File: src/rtl/core/pbm_pkg.sv
// shared codes, constants and pipeline types of the pixel blend mode unit
package pbm_pkg;

    localparam logic [3:0] MODE_ALPHA      = 4'd0;
    localparam logic [3:0] MODE_ADD        = 4'd1;
    localparam logic [3:0] MODE_DARKEST    = 4'd2;
    localparam logic [3:0] MODE_LIGHTEST   = 4'd3;
    localparam logic [3:0] MODE_DIFFERENCE = 4'd4;
    localparam logic [3:0] MODE_EXCLUSION  = 4'd5;
    localparam logic [3:0] MODE_MULTIPLY   = 4'd6;
    localparam logic [3:0] MODE_SCREEN     = 4'd7;
    localparam logic [3:0] MODE_OVERLAY    = 4'd8;
    localparam logic [3:0] MODE_HARDLIGHT  = 4'd9;
    localparam logic [3:0] MODE_DODGE      = 4'd10;
    localparam logic [3:0] MODE_BURN       = 4'd11;
    localparam logic [3:0] MODE_SUBTRACT   = 4'd12;

    localparam logic [7:0] OPAQUE_LIMIT = 8'd254;
    localparam logic [7:0] HALF_LEVEL   = 8'd128;
    localparam logic [7:0] CHAN_MAX     = 8'd255;
    localparam logic [7:0] ALPHA_FULL   = 8'hFF;

    localparam int NUM_CHAN       = 3;
    localparam int DIV_STEPS      = 4;

    // per-word control carried down the pipe
    typedef struct packed {
        logic [3:0]  mode;
        logic [7:0]  alpha;
        logic [31:0] src;
    } ctl_t;

    // per-channel working state
    typedef struct packed {
        logic [7:0]         s;
        logic [7:0]         d;
        logic signed [9:0]  x;
        logic               dv;
        logic [7:0]         rem;
        logic [7:0]         divisor;
        logic [7:0]         quo;
        logic signed [19:0] prod;
    } chan_t;

    typedef chan_t [NUM_CHAN-1:0] pix_t;

endpackage

File: src/rtl/core/pbm_value.sv
// per-channel mode value and quotient setup for dodge and burn
module pbm_value
(
    input  logic [3:0]    mode,
    input  logic [7:0]    s,
    input  logic [7:0]    d,
    output pbm_pkg::chan_t ch
);

    logic [7:0]  s_inv;
    logic [7:0]  d_inv;
    logic [15:0] p_sd;
    logic [15:0] p_inv;

    // the two products shared by the multiplicative modes
    assign s_inv = pbm_pkg::CHAN_MAX - s;
    assign d_inv = pbm_pkg::CHAN_MAX - d;
    assign p_sd  = s * d;
    assign p_inv = s_inv * d_inv;

    // channel value per mode
    always_comb
    begin
        ch         = '0;
        ch.s       = s;
        ch.d       = d;
        ch.x       = $signed({2'b00, s});
        ch.dv      = 1'b0;
        ch.rem     = 8'd0;
        ch.divisor = 8'd0;
        ch.quo     = 8'd0;
        ch.prod    = '0;
        case (mode)
            pbm_pkg::MODE_ADD:
                ch.x = $signed({2'b00, s}) + $signed({2'b00, d});
            pbm_pkg::MODE_DARKEST:
                ch.x = $signed({2'b00, (s < d) ? s : d});
            pbm_pkg::MODE_LIGHTEST:
                ch.x = $signed({2'b00, (s > d) ? s : d});
            pbm_pkg::MODE_DIFFERENCE:
                ch.x = $signed({2'b00, (s >= d) ? (s - d) : (d - s)});
            pbm_pkg::MODE_EXCLUSION:
                ch.x = $signed({2'b00, s}) + $signed({2'b00, d})
                     - $signed({1'b0, p_sd[15:7]});
            pbm_pkg::MODE_MULTIPLY:
                ch.x = $signed({2'b00, p_sd[15:8]});
            pbm_pkg::MODE_SCREEN:
                ch.x = $signed({2'b00, pbm_pkg::CHAN_MAX - p_inv[15:8]});
            pbm_pkg::MODE_OVERLAY:
                ch.x = (d < pbm_pkg::HALF_LEVEL) ? $signed({1'b0, p_sd[15:7]})
                     : $signed({2'b00, pbm_pkg::CHAN_MAX})
                       - $signed({1'b0, p_inv[15:7]});
            pbm_pkg::MODE_HARDLIGHT:
                ch.x = (s < pbm_pkg::HALF_LEVEL) ? $signed({1'b0, p_sd[15:7]})
                     : $signed({2'b00, pbm_pkg::CHAN_MAX})
                       - $signed({1'b0, p_inv[15:7]});
            pbm_pkg::MODE_DODGE:
            begin
                ch.rem     = d;
                ch.divisor = s_inv;
                if (s >= pbm_pkg::OPAQUE_LIMIT)
                    ch.x = $signed({2'b00, s});
                else if (d >= s_inv)
                    ch.x = $signed({2'b00, pbm_pkg::CHAN_MAX});
                else
                    ch.dv = 1'b1;
            end
            pbm_pkg::MODE_BURN:
            begin
                ch.rem     = d_inv;
                ch.divisor = s;
                ch.x       = 10'sd0;
                if (s != 8'd0 && d_inv < s)
                    ch.dv = 1'b1;
            end
            pbm_pkg::MODE_SUBTRACT:
                ch.x = $signed({2'b00, s}) + $signed({2'b00, d})
                     - $signed({2'b00, pbm_pkg::CHAN_MAX});
            default:
                ch.x = $signed({2'b00, s});
        endcase
    end

endmodule

File: src/rtl/core/pbm_div_step.sv
// four restoring division steps per channel for the dodge and burn quotient
module pbm_div_step
(
    input  pbm_pkg::pix_t pix_in,
    output pbm_pkg::pix_t pix_out
);

    // shift in a zero, subtract the divisor when it fits
    always_comb
    begin
        logic [8:0] r2;
        pix_out = pix_in;
        r2      = '0;
        for (int c = 0; c < pbm_pkg::NUM_CHAN; c++)
        begin
            for (int k = 0; k < pbm_pkg::DIV_STEPS; k++)
            begin
                r2 = {pix_out[c].rem, 1'b0};
                if (r2 >= {1'b0, pix_out[c].divisor})
                begin
                    r2 = r2 - {1'b0, pix_out[c].divisor};
                    pix_out[c].quo = {pix_out[c].quo[6:0], 1'b1};
                end
                else
                begin
                    pix_out[c].quo = {pix_out[c].quo[6:0], 1'b0};
                end
                pix_out[c].rem = r2[7:0];
            end
        end
    end

endmodule

File: src/rtl/core/pbm_mix.sv
// resolves dodge and burn values and forms the alpha-weighted difference product
module pbm_mix
(
    input  pbm_pkg::ctl_t ctl,
    input  pbm_pkg::pix_t pix_in,
    output pbm_pkg::pix_t pix_out
);

    always_comb
    begin
        logic signed [9:0]  base;
        logic signed [10:0] diff;
        pix_out = pix_in;
        base    = '0;
        diff    = '0;
        for (int c = 0; c < pbm_pkg::NUM_CHAN; c++)
        begin
            // quotient turns into the channel value
            if (pix_in[c].dv)
            begin
                if (ctl.mode == pbm_pkg::MODE_DODGE)
                    pix_out[c].x = $signed({2'b00, pix_in[c].quo});
                else
                    pix_out[c].x = $signed({2'b00, pbm_pkg::CHAN_MAX - pix_in[c].quo});
            end
            // (value - dest) * alpha
            base = (ctl.mode == pbm_pkg::MODE_ALPHA) ? $signed({2'b00, pix_in[c].s})
                                                     : pix_out[c].x;
            diff = {base[9], base} - $signed({3'b000, pix_in[c].d});
            pix_out[c].prod = diff * $signed({1'b0, ctl.alpha});
        end
    end

endmodule

File: src/rtl/core/pbm_finish.sv
// final shift, clamp and packing of the output word
module pbm_finish
(
    input  pbm_pkg::ctl_t ctl,
    input  pbm_pkg::pix_t pix_in,
    output logic [31:0]   result
);

    logic [7:0]  chan_out [pbm_pkg::NUM_CHAN];
    logic        opaque;

    assign opaque = (ctl.alpha >= pbm_pkg::OPAQUE_LIMIT);

    // per-channel shift and clamp
    always_comb
    begin
        logic signed [20:0] sum;
        logic signed [12:0] v;
        sum = '0;
        v   = '0;
        for (int c = 0; c < pbm_pkg::NUM_CHAN; c++)
        begin
            sum = {pix_in[c].prod[19], pix_in[c].prod}
                + $signed({5'b00000, ({pix_in[c].d, 8'd0} - {8'd0, pix_in[c].d})});
            if (ctl.mode == pbm_pkg::MODE_ALPHA)
                v = $signed(13'(pix_in[c].prod >>> 8)) + $signed({5'b00000, pix_in[c].d});
            else if (opaque)
                v = 13'(pix_in[c].x);
            else
                v = 13'(sum >>> 8);
            if (ctl.mode == pbm_pkg::MODE_ADD && v > 13'sd255)
                v = 13'sd255;
            if (ctl.mode == pbm_pkg::MODE_EXCLUSION)
            begin
                if (v < 13'sd0)
                    v = 13'sd0;
                else if (v > 13'sd255)
                    v = 13'sd255;
            end
            if (ctl.mode == pbm_pkg::MODE_SUBTRACT && v < 13'sd0)
                v = 13'sd0;
            chan_out[c] = v[7:0];
        end
    end

    // word assembly
    always_comb
    begin
        if (ctl.mode > pbm_pkg::MODE_SUBTRACT)
            result = {pbm_pkg::ALPHA_FULL, pix_in[2].d, pix_in[1].d, pix_in[0].d};
        else if (ctl.mode == pbm_pkg::MODE_ALPHA && opaque)
            result = ctl.src;
        else
            result = {pbm_pkg::ALPHA_FULL, chan_out[2], chan_out[1], chan_out[0]};
    end

endmodule

File: src/rtl/core/pixel_blend_mode_unit.sv
// top level of the pixel blend mode unit: pipeline registers and handshake
// Pixel blend mode unit.
// Input channel: in_valid / in_stall with src_argb (ARGB) and dest_rgb (RGB).
// A word is taken at a clock edge where in_valid is high and in_stall low.
// Output channel: out_valid / out_stall with result_argb, taken the same way.
// cfg_we / cfg_wdata write the 4-bit blend mode; write it only while idle.
// Each word is blended per channel in the mode held at the time it enters.
// Six registers, in order: input register, mode value and products, two
// 4-bit quotient stages, weighted product, output register; out_valid rises
// as the word reaches the output register. Throughput: one word per clock
// while the receiver does not stall, set by the fully pipelined divider and multipliers.
// When the receiver stalls with a word waiting, the whole pipe holds and
// in_stall rises in the same cycle; nothing is lost or repeated.
// Reset clears the blend mode to alpha and empties all pipeline stages.
module pixel_blend_mode_unit
(
    input  logic        clk,
    input  logic        rst_n,
    input  logic        cfg_we,
    input  logic [3:0]  cfg_wdata,
    input  logic        in_valid,
    output logic        in_stall,
    input  logic [31:0] src_argb,
    input  logic [23:0] dest_rgb,
    output logic        out_valid,
    input  logic        out_stall,
    output logic [31:0] result_argb
);

    logic [3:0]     blend_mode_reg;
    logic [5:0]     valid_reg;
    logic [5:0]     valid_next;
    logic           advance;

    logic [31:0]    src0_reg;
    logic [23:0]    dst0_reg;
    logic [3:0]     mode0_reg;

    pbm_pkg::ctl_t  ctl1_reg, ctl2_reg, ctl3_reg, ctl4_reg;
    pbm_pkg::pix_t  pix1_reg, pix2_reg, pix3_reg, pix4_reg;
    pbm_pkg::pix_t  pix1_next, pix2_next, pix3_next, pix4_next;
    pbm_pkg::ctl_t  ctl1_next;
    logic [31:0]    result_reg;
    logic [31:0]    result_next;

    // pipe holds only when the output word is refused
    assign advance    = !(valid_reg[5] && out_stall);
    assign in_stall   = !advance;
    assign out_valid  = valid_reg[5];
    assign result_argb = result_reg;
    assign valid_next = {valid_reg[4:0], in_valid};

    // mode register
    always_ff @(posedge clk or negedge rst_n)
    begin
        if (!rst_n)
            blend_mode_reg <= pbm_pkg::MODE_ALPHA;
        else if (cfg_we)
            blend_mode_reg <= cfg_wdata;
    end

    // valid bits
    always_ff @(posedge clk or negedge rst_n)
    begin
        if (!rst_n)
            valid_reg <= '0;
        else if (advance)
            valid_reg <= valid_next;
    end

    // stage 1: mode values and quotient setup
    assign ctl1_next.mode  = mode0_reg;
    assign ctl1_next.alpha = src0_reg[31:24];
    assign ctl1_next.src   = src0_reg;

    for (genvar c = 0; c < pbm_pkg::NUM_CHAN; c++)
    begin : g_value
        pbm_value u_value
        (
            .mode (mode0_reg),
            .s    (src0_reg[8*c +: 8]),
            .d    (dst0_reg[8*c +: 8]),
            .ch   (pix1_next[c])
        );
    end

    // stages 2 and 3: quotient bits, four per stage
    pbm_div_step u_div_hi
    (
        .pix_in  (pix1_reg),
        .pix_out (pix2_next)
    );

    pbm_div_step u_div_lo
    (
        .pix_in  (pix2_reg),
        .pix_out (pix3_next)
    );

    // stage 4: weighted product
    pbm_mix u_mix
    (
        .ctl     (ctl3_reg),
        .pix_in  (pix3_reg),
        .pix_out (pix4_next)
    );

    // stage 5: final value
    pbm_finish u_finish
    (
        .ctl     (ctl4_reg),
        .pix_in  (pix4_reg),
        .result  (result_next)
    );

    // payload registers
    always_ff @(posedge clk)
    begin
        if (advance)
        begin
            src0_reg   <= src_argb;
            dst0_reg   <= dest_rgb;
            mode0_reg  <= blend_mode_reg;
            ctl1_reg   <= ctl1_next;
            pix1_reg   <= pix1_next;
            ctl2_reg   <= ctl1_reg;
            pix2_reg   <= pix2_next;
            ctl3_reg   <= ctl2_reg;
            pix3_reg   <= pix3_next;
            ctl4_reg   <= ctl3_reg;
            pix4_reg   <= pix4_next;
            result_reg <= result_next;
        end
    end

endmodule

File: config.mk
export PLATFORM = sky130hd
export DESIGN_NAME = pixel_blend_mode_unit
export DESIGN_NICKNAME = d
export VERILOG_FILES = /design/src/rtl/core/pbm_pkg.sv /design/src/rtl/core/pbm_value.sv /design/src/rtl/core/pbm_div_step.sv /design/src/rtl/core/pbm_mix.sv /design/src/rtl/core/pbm_finish.sv /design/src/rtl/core/pixel_blend_mode_unit.sv
export SDC_FILE = /design/constraint.sdc
export NUM_CORES = 2
export LEC_CHECK = 0
export BUFFER_PORTS_ARGS = -buffer_cell sky130_fd_sc_hd__buf_2
export CAP_MARGIN = 30
export CORE_MARGIN = 2
export CORE_UTILIZATION = 30
export DETAILED_ROUTE_END_ITERATION = 10
export GPL_TIMING_DRIVEN = 0
export SLEW_MARGIN = 20
export SYNTH_ARGS = -nofsm -noshare
export SYNTH_HDL_FRONTEND = slang
export SYNTH_SLANG_ARGS = --single-unit
File: constraint.sdc
create_clock -name clk -period 29.2 [get_ports clk]
set_clock_uncertainty 0.1 [all_clocks]
set_input_delay 5.84 -clock clk [delete_from_list [all_inputs] [get_ports clk]]
set_output_delay 5.84 -clock clk [all_outputs]
set_load 0.05 [all_outputs]
### Word level (Yosys, flattened, before mapping)

Cells that the tools add are included.
W data, S select, Z words.

* $add $sub $neg: 63
* multiply operators: 9
* magnitude comparators: 62
* eq/ne operators: 16
* multiplexer cells: 113
* bitwise logic cells: 1
* reductions and logical operators: 17

Operators with widths (number)
* $pmux W10 S12: 3
* $mux W8: 39
* $mux W13: 18
* $ge A9 B8 Y1: 24
* $sub A8 B8 Y8: 27
* $mux W10: 15
* $pmux W17 S2: 3
* $mul A8 B8 Y16: 6
* $sub A8 B8 Y8 const A: 12
* $gt A13 B9 Y1 const B: 6
* $lt A13 B1 Y1 const B: 6
* $add A20 B17 Y21: 3
* $mul A11 B9 Y20: 3
* $ge A8 B8 Y1: 6
* $lt A8 B8 Y1: 6
* $lt A8 B8 Y1 const B: 6
* $mux W24: 2
* $sub A16 B8 Y16: 3
* $add A12 B9 Y13: 3
* $mux W1: 33
* $sub A10 B9 Y11: 3
* $ge A8 B8 Y1 const B: 4
* $sub A10 B10 Y10: 3
* $sub A10 B9 Y10 const B: 3
* 13 further kinds: 44

* register bits after elaboration: 767
* input port bits: 65
* output and inout port bits: 34
* word-level logic and storage cells: 366

### Longest topological paths before layout

* depth after elaboration: 16
* gate-level depth with buffers: 39
* gate-level depth less buffers: 38

### Cells and area by module

From an unflattened synthesis, not the netlist that was laid out.

* cells, all modules: 7909
* area, all modules: 84818.8 um^2

Modules (own cells, without submodules)
* pixel_blend_mode_unit: instances 1, cells an instance 1110, area an instance 33064.2 um^2, seq. area each 32921.6 um^2
* pbm_mix: instances 1, cells an instance 1646, area an instance 13601.8 um^2, seq. area each 0.0 um^2
* pbm_div_step: instances 2, cells an instance 848, area an instance 6328.6 um^2, seq. area each 0.0 um^2
* pbm_value at g_value[0].u_value: instances 1, cells an instance 914, area an instance 6959.2 um^2, seq. area each 0.0 um^2
* pbm_value at g_value[2].u_value: instances 1, cells an instance 902, area an instance 6752.7 um^2, seq. area each 0.0 um^2
* pbm_value at g_value[1].u_value: instances 1, cells an instance 896, area an instance 6746.5 um^2, seq. area each 0.0 um^2
* pbm_finish: instances 1, cells an instance 745, area an instance 5037.3 um^2, seq. area each 0.0 um^2

### Worst setup path after synthesis

Ideal clock, no wire load.

* kind: input-to-output
* from: in out_stall
* to: out in_stall
* data arrival time: 24.173 ns
* data required time: 23.260 ns
* path slack: -0.913 ns
* stages on the path: 2
* buffers on the path: 0
* cell sequence: nand2_1 -> inv_1

* word-level cells in the longest chain between the ends: 1

RTL lines
* start: declaration: RTL line pixel_blend_mode_unit.sv:26 `input logic out_stall,`
* $logic_and A1 B1 Y1: RTL line pixel_blend_mode_unit.sv:47 `assign advance = !(valid_reg[5] && out_stall);`
* end: declaration: RTL line pixel_blend_mode_unit.sv:22 `output logic in_stall,`

Every way passes these cells.

### Final worst setup path

Same ends and word-level chain as after synthesis.

==> results.json <==
{
  "die_width_um": 465.6,
  "cp_max_fo": 99,
  "postCtsSetupRepairBufs": 0,
  "path_depth": 7,
  "grt_max_degree": 106,
  "cts_max_path_buffers": 3,
  "grt_pass1_wl_um": 296100,
  "ios": 99,
  "r2r_end": "pix2_reg[184]",
  "root_buffer": "clkbuf_16",
  "relSlewSlack_pct": 29.11,
  "cts_resized": 0,
  "final_antenna_net_count": 0,
  "cp_slowest_stage_delay_ns": 0.46,
  "drc": 0,
  "critPathArrivalTime_ns": 8.09,
  "worst_slew_pin_slew_ns": 1.063,
  "synth.avg_cell_area_um2": 9.771,
  "drv_slew": 0,
  "status": "completed",
  "synthCells": 6542,
  "synth_ff_type": "edfxtp_1",
  "fillerInstances": 21508,
  "worstPathCellList": "buf_2 > nand2_8 > buf_16 > buf_16 > buf_16 > inv_1 > buf_2",
  "regArea_mm2": 0.01986,
  "place.detailed.hpwl_um": 152900,
  "ys_types": 95,
  "clk_pin_slew_worst_paths_ns": 0.05,
  "hold_path.class": "reg2reg",
  "synth_edf_count": 653,
  "coreArea_mm2": 0.2119,
  "critPathLaunch": "out_stall",
  "timing_hold_violations_final": 0,
  "cts.sinks": 663,
  "detail_route.wl_per_cell_um": 19.92,
  "critPathKind": "in2out",
  "vias": 49126,
  "endpoint": "in_stall",
  "dp_slack_ns": 15.13,
  "drive_above_1_share_pct": 6.635,
  "cts_tree": "done",
  "area_growth_syn_to_layout_pct": 11.01,
  "syn_area_mm2": 0.06393,
  "setup-tns-final_ns": 0,
  "insertion_delay_ns": 0.74,
  "holdBufCountCts": 0,
  "antenna_found_initial": 11,
  "crit_required_ns": 23.26,
  "track_usage_pct": 17.57,
  "place_congestion": 0.9659,
  "crit_buf_inv": 6,
  "htree_levels": 3,
  "min_period_over_period_pct": 48.06,
  "final_common_cell": "inv_1",
  "numCtsBuffers": 79,
  "initial_core_util_pct": 30.17,
  "critical-path-top-delay-family": "buffers and inverters",
  "setup_violations": 0,
  "worst_slack_ns": 15.17,
  "ys_warn_count": 0,
  "overflow": 0,
  "ff2ff_setup_slack_ns": 19.52,
  "io_buffers": 98,
  "ys_seq_area_share_pct": 31.07,
  "grt_pass1_vias": 49526,
  "crit_top_cell": "buf_16",
  "fmax_mhz": 71.26,
  "max_cap_violations": 0,
  "dr.first_iter.drc_count": 3716,
  "critPathSlowestCell": "buf_16",
  "rows": 169,
  "multi_input_area_mm2": 0.04008,
  "reg2reg_from": "pix1_reg[171]",
  "rr_worst_depth": 32,
  "rsz0062_at_grt": "false",
  "largest_reg_flops": 117,
  "nNetsFinal": 7981,
  "ys_async_sr_fraction_pct": 1.508,
  "die-area_mm2": 0.2168,
  "start_kind": "input pin",
  "firstDrtPassIters": 6,
  "avgViaCountPerCell": 5.098,
  "end_kind": "primary output",
  "wl_um": 191900,
  "layout_common_cells": "inv_1, ha_1, edfxtp_1, nand2_1, nor2_1",
  "chipHeight_um": 465.6,
  "final.min_clock_period_ns": 14.03,
  "ys_seq_elements": 663
}
## layer usage
metal | vias to the layer above | track usage, % | wire [um]
met5 | - | 0 | 32
li1 | 23060 | - | -
met2 | 1516 | 29.27 | 90270
met4 | 6 | 7.930 | 9102
met3 | 363 | 2.293 | 10540
met1 | 24181 | 22.68 | 81990
## Yosys cell counts (all sizes together) (77+ instances only)
library cell  instances  area, um^2
inv                 871        3272
ha                  717        8971
edfxtp              653       19610
nand2               583        2188
nor2                498        1869
fa                  450        9009
o21ai               327        1637
a21oi               292        1461
xnor2               219        1918
clkbuf              153       574.3
mux2                143        1629
and2                138       863.3
nor2b               118       740.7
xor2                113       989.7
nand3               110       555.5
nor3                104       520.5
a21o                 93       698.2
nand2b               77       481.7
## stage by stage
stage	instance area, um^2	hold slack (ns)	utilization [%]	cells
floorplan	63950	0.3003	-	6548
global placement	67970	0.3021	32.08	9467
detailed placement	68280	0.3045	32.23	9483
CTS	70910	0.2937	33.47	9627
global route	70960	0.3069	33.49	9635
finish	70960	0.2879	33.49	9637
## how the worst min path moves through the flow
stage                          to          start  slack, ns  cells past startpoint
global route        pix3_reg[120]  pix2_reg[120]       0.31                      0
CTS                  pix3_reg[48]   pix2_reg[48]       0.29                      0
finish               ctl3_reg[38]   ctl2_reg[38]       0.29                      0
detailed placement   ctl2_reg[13]   ctl1_reg[13]       0.30                      0
floorplan            ctl1_reg[32]   src0_reg[24]       0.30                      0
global placement    pix2_reg[186]  pix1_reg[186]       0.30                      0
## layout make-up
type	count	share of cell area, %
multi-input cells	4808	56.48
flip-flops and latches	663	27.98
well taps	2821	4.974
inverters	907	4.801
clock buffers	92	2.855
repair buffers	120	1.128
plain buffers	170	0.9186
clock inverters	52	0.8463
diodes	4	0.01411
## logic make-up (layout without fill, tap and decap cells)
group,Yosys count,count (layout),synth area share (%)
compound gates,1259,1259,12.93
mux,196,196,3.384
simple gates,1847,1847,13.59
flops,663,663,31.07
fa+ha+maj,1167,1167,28.13
other cells,1,11,0.005866
xor+xnor,332,332,4.549
buf+inv,1077,1341,6.348
## worst reg2reg max path: cells and delay by family (launching register included)
family,cells,cell delay [ns]
buf+inv,2,0.46
simple gates,6,1.34
compound gates,15,3.54
mux,5,2.21
fa+ha+maj,4,1.33
flops,1,0.44
Power is left out: the tool's default activity adds up to more than one toggle a clock period on the data nets, which glitch-free logic cannot reach.
